$ cat src/rtl/core/ohss_pkg.sv
`default_nettype none

package ohss_pkg;

	// fixed field widths
	localparam int STEP_W     = 8;
	localparam int HOLE_SEL_W = 3;
	localparam int MASK_OUT_W = 8;
	localparam int THRESH_W   = 12;
	localparam int REST_W     = 8;
	localparam int CFG_DATA_W = 12;
	localparam int CFG_IDX_W  = 1;

	// configuration register indexes
	localparam logic [CFG_IDX_W-1:0] REG_COVER_THRESHOLD = 1'd0;
	localparam logic [CFG_IDX_W-1:0] REG_REST_TICKS      = 1'd1;

	// configuration reset values
	localparam logic [THRESH_W-1:0] COVER_THRESHOLD_RST = 12'd500;
	localparam logic [REST_W-1:0]   REST_TICKS_RST      = 8'd16;

	// scan phase codes
	localparam logic [1:0] PH_REST = 2'd0;
	localparam logic [1:0] PH_DARK = 2'd1;
	localparam logic [1:0] PH_LIT  = 2'd2;

	// one result transaction
	typedef struct packed {
		logic [HOLE_SEL_W-1:0] hole_select;
		logic                  emitter_enable;
		logic                  cycle_done;
		logic [MASK_OUT_W-1:0] hole_mask;
	} result_t;

endpackage

`default_nettype wire

$ cat src/rtl/core/ohss_out_buf.sv
`default_nettype none

// Two-entry output buffer: the main register drives the port, the skid
// register catches a transaction that arrives while the port is stalled.
module ohss_out_buf import ohss_pkg::*; (
	input  wire logic    clk,
	input  wire logic    arst_n,
	input  wire logic    push_valid,
	output logic         push_ready,
	input  wire result_t push_data,
	output logic         pop_valid,
	input  wire logic    pop_ready,
	output result_t      pop_data
);

	logic    main_valid_q;
	logic    skid_valid_q;
	result_t main_q;
	result_t skid_q;
	logic    push;
	logic    pop;

	assign push_ready = !skid_valid_q;
	assign push       = push_valid && push_ready;
	assign pop        = main_valid_q && pop_ready;
	assign pop_valid  = main_valid_q;
	assign pop_data   = main_q;

	// valid flags
	always_ff @(posedge clk or negedge arst_n) begin
		if (!arst_n) begin
			main_valid_q <= 1'b0;
			skid_valid_q <= 1'b0;
		end else begin
			if (pop) begin
				if (skid_valid_q) begin
					skid_valid_q <= 1'b0;
				end else begin
					main_valid_q <= push;
				end
			end else if (push) begin
				if (main_valid_q) begin
					skid_valid_q <= 1'b1;
				end else begin
					main_valid_q <= 1'b1;
				end
			end
		end
	end

	// payload, no reset
	always_ff @(posedge clk) begin
		if (pop) begin
			if (skid_valid_q) begin
				main_q <= skid_q;
			end else if (push) begin
				main_q <= push_data;
			end
		end else if (push) begin
			if (main_valid_q) begin
				skid_q <= push_data;
			end else begin
				main_q <= push_data;
			end
		end
	end

endmodule

`default_nettype wire

$ cat src/rtl/core/optical_hole_scan_sequencer.sv
`default_nettype none

// Channel   | Direction | Handshake                   | Payload
// ----------+-----------+-----------------------------+------------------------------------
// sample    | in        | sample_valid / sample_ready | sample
// result    | out       | result_valid / result_ready | hole_select, emitter_enable,
//           |           |                             | cycle_done, hole_mask
// config    | in        | cfg_we (no wait)            | cfg_index, cfg_data
//
// Each sample transaction yields one result transaction, registered in the
// output buffer; one sample per cycle is taken while sample_ready is high.
// The two-entry output buffer holds a result in its skid register while the
// result port stalls; sample_ready drops only once both entries are full.
// Reset clears phase, step count and differences and loads the configuration reset values.
module optical_hole_scan_sequencer import ohss_pkg::*; #(
	parameter int HOLE_COUNT  = 8,
	parameter int SAMPLE_BITS = 12
) (
	input  wire logic                   clk,
	input  wire logic                   arst_n,
	input  wire logic                   sample_valid,
	output logic                        sample_ready,
	input  wire logic [SAMPLE_BITS-1:0] sample,
	output logic                        result_valid,
	input  wire logic                   result_ready,
	output logic [HOLE_SEL_W-1:0]       hole_select,
	output logic                        emitter_enable,
	output logic                        cycle_done,
	output logic [MASK_OUT_W-1:0]       hole_mask,
	input  wire logic                   cfg_we,
	input  wire logic [CFG_IDX_W-1:0]   cfg_index,
	input  wire logic [CFG_DATA_W-1:0]  cfg_data
);

	localparam int IDX_W  = (HOLE_COUNT > 1) ? $clog2(HOLE_COUNT) : 1;
	localparam int DIFF_W = SAMPLE_BITS + 1;
	localparam int CMP_W  = ((DIFF_W > THRESH_W + 1) ? DIFF_W : THRESH_W + 1) + 1;
	localparam int MASK_W = (HOLE_COUNT > MASK_OUT_W) ? HOLE_COUNT : MASK_OUT_W;
	localparam logic [STEP_W-1:0] HOLES = STEP_W'(HOLE_COUNT);

	logic [THRESH_W-1:0]    cover_threshold_q;
	logic [REST_W-1:0]      rest_ticks_q;
	logic [1:0]             phase_q;
	logic [STEP_W-1:0]      step_q;
	logic [SAMPLE_BITS-1:0] dark_q [HOLE_COUNT];
	logic [DIFF_W-1:0]      diff_q [HOLE_COUNT];

	logic                   push;
	logic [1:0]             phase_n;
	logic [STEP_W-1:0]      step_n;
	logic [STEP_W-1:0]      rest_base;
	logic [STEP_W-1:0]      rest_inc;
	logic [STEP_W-1:0]      hole_inc;
	logic [IDX_W-1:0]       idx;
	logic                   idx_ok;
	logic                   dark_wr;
	logic                   diff_wr;
	logic [DIFF_W-1:0]      diff_new;
	logic [MASK_W-1:0]      mask_all;
	result_t                res_n;
	result_t                res_out;

	assign push     = sample_valid && sample_ready;
	assign idx      = step_q[IDX_W-1:0];
	assign idx_ok   = step_q < HOLES;
	assign dark_wr  = push && (phase_q == PH_DARK) && idx_ok;
	assign diff_wr  = push && (phase_q == PH_LIT) && idx_ok;
	assign diff_new = {1'b0, dark_q[idx]} - {1'b0, sample};

	// configuration writes
	always_ff @(posedge clk or negedge arst_n) begin
		if (!arst_n) begin
			cover_threshold_q <= COVER_THRESHOLD_RST;
			rest_ticks_q      <= REST_TICKS_RST;
		end else if (cfg_we) begin
			unique case (cfg_index)
				REG_COVER_THRESHOLD: cover_threshold_q <= cfg_data[THRESH_W-1:0];
				REG_REST_TICKS:      rest_ticks_q      <= cfg_data[REST_W-1:0];
				default: ;
			endcase
		end
	end

	// next phase and step count
	always_comb begin
		rest_base = (phase_q == PH_REST) ? step_q : '0;
		rest_inc  = rest_base + STEP_W'(1);
		hole_inc  = step_q + STEP_W'(1);
		phase_n   = phase_q;
		step_n    = hole_inc;
		priority if (phase_q == PH_DARK) begin
			if (hole_inc >= HOLES) begin
				phase_n = PH_LIT;
				step_n  = '0;
			end
		end else if (phase_q == PH_LIT) begin
			if (hole_inc >= HOLES) begin
				phase_n = PH_REST;
				step_n  = '0;
			end
		end else begin
			// resting, or an unused code that restarts the rest count
			phase_n = PH_REST;
			step_n  = rest_inc;
			if (rest_inc >= STEP_W'(rest_ticks_q) || rest_inc == '0) begin
				phase_n = PH_DARK;
				step_n  = '0;
			end
		end
	end

	// covered-hole mask, seen after this transaction's store
	always_comb begin
		logic [DIFF_W-1:0]       d;
		logic signed [CMP_W-1:0] dx;
		logic signed [CMP_W-1:0] tx;
		mask_all = '0;
		tx       = $signed(CMP_W'(cover_threshold_q));
		for (int k = 0; k < HOLE_COUNT; k++) begin
			d  = (diff_wr && idx == IDX_W'(k)) ? diff_new : diff_q[k];
			dx = CMP_W'($signed(d));
			mask_all[k] = dx > tx;
		end
	end

	// result fields
	always_comb begin
		res_n.hole_select    = (phase_n == PH_REST) ? '0 : step_n[HOLE_SEL_W-1:0];
		res_n.emitter_enable = phase_n == PH_LIT;
		res_n.cycle_done     = (phase_n == PH_REST) && (step_n == '0);
		res_n.hole_mask      = mask_all[MASK_OUT_W-1:0];
	end

	// scan control
	always_ff @(posedge clk or negedge arst_n) begin
		if (!arst_n) begin
			phase_q <= PH_REST;
			step_q  <= '0;
		end else if (push) begin
			phase_q <= phase_n;
			step_q  <= step_n;
		end
	end

	// dark readings, no reset, valid once written
	always_ff @(posedge clk) begin
		if (dark_wr) begin
			dark_q[idx] <= sample;
		end
	end

	// differences, cleared at reset
	always_ff @(posedge clk or negedge arst_n) begin
		if (!arst_n) begin
			for (int k = 0; k < HOLE_COUNT; k++) begin
				diff_q[k] <= '0;
			end
		end else if (diff_wr) begin
			diff_q[idx] <= diff_new;
		end
	end

	ohss_out_buf u_out_buf (
		.clk        (clk),
		.arst_n     (arst_n),
		.push_valid (sample_valid),
		.push_ready (sample_ready),
		.push_data  (res_n),
		.pop_valid  (result_valid),
		.pop_ready  (result_ready),
		.pop_data   (res_out)
	);

	assign hole_select    = res_out.hole_select;
	assign emitter_enable = res_out.emitter_enable;
	assign cycle_done     = res_out.cycle_done;
	assign hole_mask      = res_out.hole_mask;

	// sampling phases never run past the last hole
	a_step_range: assert property (@(posedge clk) disable iff (!arst_n)
		(phase_q == PH_DARK || phase_q == PH_LIT) |-> step_q < HOLES)
		else $error("step count past last hole");

	// a finished scan only comes out of the lit phase
	a_done_from_lit: assert property (@(posedge clk) disable iff (!arst_n)
		(push && res_n.cycle_done) |-> phase_q == PH_LIT)
		else $error("cycle_done outside lit phase");

	// last dark sample hands over to the lit phase with emitters on
	a_dark_to_lit: assert property (@(posedge clk) disable iff (!arst_n)
		(push && phase_q == PH_DARK && step_q == HOLES - STEP_W'(1))
		|=> (phase_q == PH_LIT && step_q == '0))
		else $error("dark phase did not hand over to lit phase");

endmodule

`default_nettype wire

$ cat config.mk
export PLATFORM = sky130hd
export DESIGN_NAME = optical_hole_scan_sequencer
export DESIGN_NICKNAME = d
export VERILOG_FILES = /design/src/rtl/core/ohss_pkg.sv /design/src/rtl/core/ohss_out_buf.sv /design/src/rtl/core/optical_hole_scan_sequencer.sv
export SDC_FILE = /design/constraint.sdc
export NUM_CORES = 1
export LEC_CHECK = 0
export ABC_CLOCK_PERIOD_IN_PS = 6000
export BUFFER_PORTS_ARGS = -buffer_cell sky130_fd_sc_hd__buf_2
export CORE_MARGIN = 1
export CORE_UTILIZATION = 23
export DETAILED_ROUTE_END_ITERATION = 7
export PLACE_DENSITY_LB_ADDON = 0.1
export SYNTH_ARGS = -nofsm -noshare
export SYNTH_HDL_FRONTEND = slang
export SYNTH_HIERARCHICAL = 1
export SYNTH_SLANG_ARGS = --single-unit
$ cat constraint.sdc
create_clock -name clk -period 6 [get_ports clk]
set_input_delay 0.3 -clock clk [delete_from_list [all_inputs] [get_ports clk]]
set_output_delay 0.3 -clock clk [all_outputs]
set_load 0.005 [all_outputs]
==> flow_summary.ini <==
[worst_hold_path]
worstHoldStart = sample[9]
whs_path_depth = 1
min_path_type = in -> reg
holdPathEnd = dark_q[7][9]$_DFFE_PP_

[yosys]
avgSynthCellArea_um2 = 10.4
synth_top_area_share_pct = 25.7
synth_top_area_cell = edfxtp_1
synth_ff_type = dfrtp_1
synthesis.nets = 1529
synth_cell_type_count = 68
async_flop_share_pct = 52.7
synth_seq_cells = 258
ys_seq_area_share_pct = 49.7
synthTopCellsByArea = edfxtp_1 26%, dfrtp_1 23%, ha_1 11%
synth_cells = 1372
syn_area_um2 = 14200
yosys_warnings = 6
synth_edf_count = 122

[sta]
fmax_mhz = 188
finClkSkew_ps = 20.3
timing.final.ws_setup_ps = 693
worstMarginPinSlew_ps = 1150
setup_viol = 0
rsz0062_at_grt = false
drv_slew = 0
slew_headroom_pct = 21.5
hold_viol_final = 0
min_period_over_period_pct = 88.4
fin_crit_ps = 5310
tns_ps = 0

[placement]
place_congestion = 0.756
io_buffers = 44
hpwl_um = 29700
place_ws_ps = 653

[detailed_routing]
ant_nets = 0
post_drt_wl_per_cell_um = 20.1
viasPerCell = 4.61
detail_route.first_pass.iterations = 7
drt-initial-drc-count = 610
dr_total_vias = 10325
drc = 0
drt_wl_total_um = 45000

[cts]
clkSlewWorstSetupHoldPaths_ps = 60
cts_setup_buffers = 0
clockBufferDepth = 3
clock_latency_ps = 550
cts_buffers = 34
cts_root_buffer = clkbuf_16
cts_hold_buf = 13
cts_tree = yes
clock_sink_count = 258
ctsResizeCount = 0
h-tree-depth = 2

[job]
max-cap-violations = 0

[setup_path]
crit_top_cell = nand2_1
worstPathMaxFanout = 36
cp-start-kind = flip-flop
crit_family = compound AO/OA/AOI/OAI gates
critical_path_arrival_ps = 5580
slowest_delay_ps = 560
path_buf_inv = 1
critical_path_class = reg -> reg
critPathSlowestCell = mux4_2
required_ps = 6280
cp_cell_sequence = buf_4 -> mux4_2 -> nand2_1 -> nand2_1 -> ha_1 -> o21a_1 -> o21ai_1 -> nand2b_1 -> a21oi_1 -> xor2_2 -> o21ai_0 -> ha_1 -> a21o_1 -> a21oi_1 -> nor2b_1 -> o21ai_0 -> nand2_1 -> o21a_1 -> o211a_1 -> mux2_4
r2r-end = u_out_buf/pop_data[3]$_DFFE_PP_
worstSetupEndpointType = flip-flop
timing.rr.start = step_q[0]$_DFFE_PN0P_
reg2reg_depth = 20
reg2reg_slack_ps = 690

[floorplanning]
start_util_pct = 23.4
die-area_um2 = 62900
fp.dieW_um = 251
io_pins = 45
rows = 90
die_y_um = 251
core_area_um2 = 60800

[global_routing]
grt_max_degree = 70
overflow = 0
grt_pass1_vias = 10507
grt_antenna_before_repair = 2
grt_pass1_wl_um = 68400
grt_usage_pct = 14.6

[pwr]
power_density_nw_per_um2 = 469
leakagePower_nw = 7.02
peakVddDrop_uv = 497

[cells_and_area]
num_antenna_cells = 0
synthToLayoutAreaGrowth_pct = 17.3
nNetsFinal = 1588
drive_gt1_share_pct = 15.6

[status]
status = complete, no violations
[final cells by class]
type / count / area, µm²
repair buffers: 94 / 634
well taps: 782 / 978
inverters: 44 / 165
flip-flops and latches: 258 / 7080
fillers: 6440 / 44100
clock buffers: 41 / 941
clock inverters: 21 / 154
multi-input cells: 999 / 6770
[state kept, by name, indices dropped and copies added (netlist names)]
name	count
diff_q	104
dark_q	96
u_out_buf/pop_data	13
u_out_buf/skid_q	13
cover_threshold_q	12
rest_ticks_q	8
step_q	8
phase_q	2
u_out_buf/pop_valid	1
u_out_buf/skid_valid_q	1
[kinds of logic after synthesis]
| family | Yosys count | synth area share (%) |
|---|---|---|
| and+or+nand+nor | 422 | 12.9 |
| AOI/OAI and AO/OA | 351 | 14.5 |
| DFF | 258 | 49.7 |
| adders and majority gates | 127 | 11.2 |
| buffers and inverters | 115 | 3.23 |
| muxes | 83 | 7.49 |
| xor gates and xnor gates | 16 | 0.984 |
[routing by layer]
layer | GRT usage, % | vias to the layer above | share of wire, %
met3 | 2.41 | 50 | 2.9
met5 | 0 | - | 0.029
met4 | 4.34 | 2 | 2.1
met1 | 21.0 | 5066 | 51
met2 | 22.2 | 124 | 44
li1 | - | 5083 | -
[through the flow]
| step | instance area [µm²] | hold slack, ps | utilization, % | instances | total power, mW |
|---|---|---|---|---|---|
| floorplan | 14200 | 4.41 | - | 1372 | 4.15 |
| global placement | 15500 | 386 | 25.5 | 2164 | 5.90 |
| detailed placement | 15500 | 401 | 25.5 | 2164 | 5.90 |
| CTS | 16700 | 28.2 | 27.5 | 2239 | 7.99 |
| global route | 16700 | 47.7 | 27.5 | 2239 | 8.38 |
| finish | 16700 | 52.4 | 27.5 | 2239 | 7.84 |
[synth_stat cells (5+ instances only)]
master       n
a21o_1       8
nand2_1    253
dfrtp_1    129
inv_1       42
o21a_1      23
mux2i_1     14
buf_2        5
and3_1       7
mux4_2      10
xnor2_1      6
o21ai_1     12
edfxtp_1   122
nor2b_1     19
dfstp_2      7
a22oi_1      5
a2111oi_0    6
xor2_1      10
nor3_1      20
a21oi_1     47
o21ai_0    197
nor2_1      59
mux2_2      49
nand3_1     23
mux2_4      10
clkbuf_1    58
a31oi_1      7
nand2b_1    11
nand4_1     13
buf_1        5
ha_1       126
[power by group]
| part | internal [mW] | switching [mW] | total (mW) |
|---|---|---|---|
| sequential | 2.13 | 0.163 | 2.29 |
| combinational | 1.11 | 2.41 | 3.52 |
| clock | 1.20 | 0.832 | 2.03 |
| total | 4.44 | 3.41 | 7.84 |
[worst max-delay path by stage]
stage,start,to,cells past startpoint
after global placement,step_q[0]$_DFFE_PN0P_,u_out_buf/pop_data[6]$_DFFE_PP_,20
after CTS,step_q[0]$_DFFE_PN0P_,u_out_buf/pop_data[6]$_DFFE_PP_,20
final,step_q[0]$_DFFE_PN0P_,u_out_buf/pop_data[3]$_DFFE_PP_,20
after floorplan,step_q[0]$_DFFE_PN0P_,u_out_buf/pop_data[0]$_DFFE_PP_,20
after global routing,step_q[0]$_DFFE_PN0P_,u_out_buf/pop_data[0]$_DFFE_PP_,19
after detailed placement,step_q[0]$_DFFE_PN0P_,u_out_buf/pop_data[6]$_DFFE_PP_,20
[cell usage in the layout, fill, tap and decap left out, types with 4 or more instances in the layout]
master           n
edfxtp_1       122
clkbuf_16       37
mux2i_1         14
a22oi_1          5
ha_1           126
clkinv_1        10
mux2_2          49
dfstp_2          7
a31oi_1          7
nor2_1          55
o21ai_1         12
buf_2           43
nand4_1         13
xnor2_1          4
clkinv_2         5
a21oi_1         47
nand2b_1        11
o21a_1          23
o32a_1           4
o221ai_1         4
nor3_1          17
dlygate4sd3_1   13
o21ai_0        197
a221oi_1         4
nand3_1         23
nor2_2           4
and3_1           7
xor2_1           9
o211a_1          4
inv_1           42
buf_4           37
a2111oi_0        6
clkbuf_1         4
nor2b_1         18
nand2_1        253
a21o_1           8
mux2_4          10
mux4_2          10
dfrtp_1        127
No activity file was read; power rests on OpenSTA's default activity.
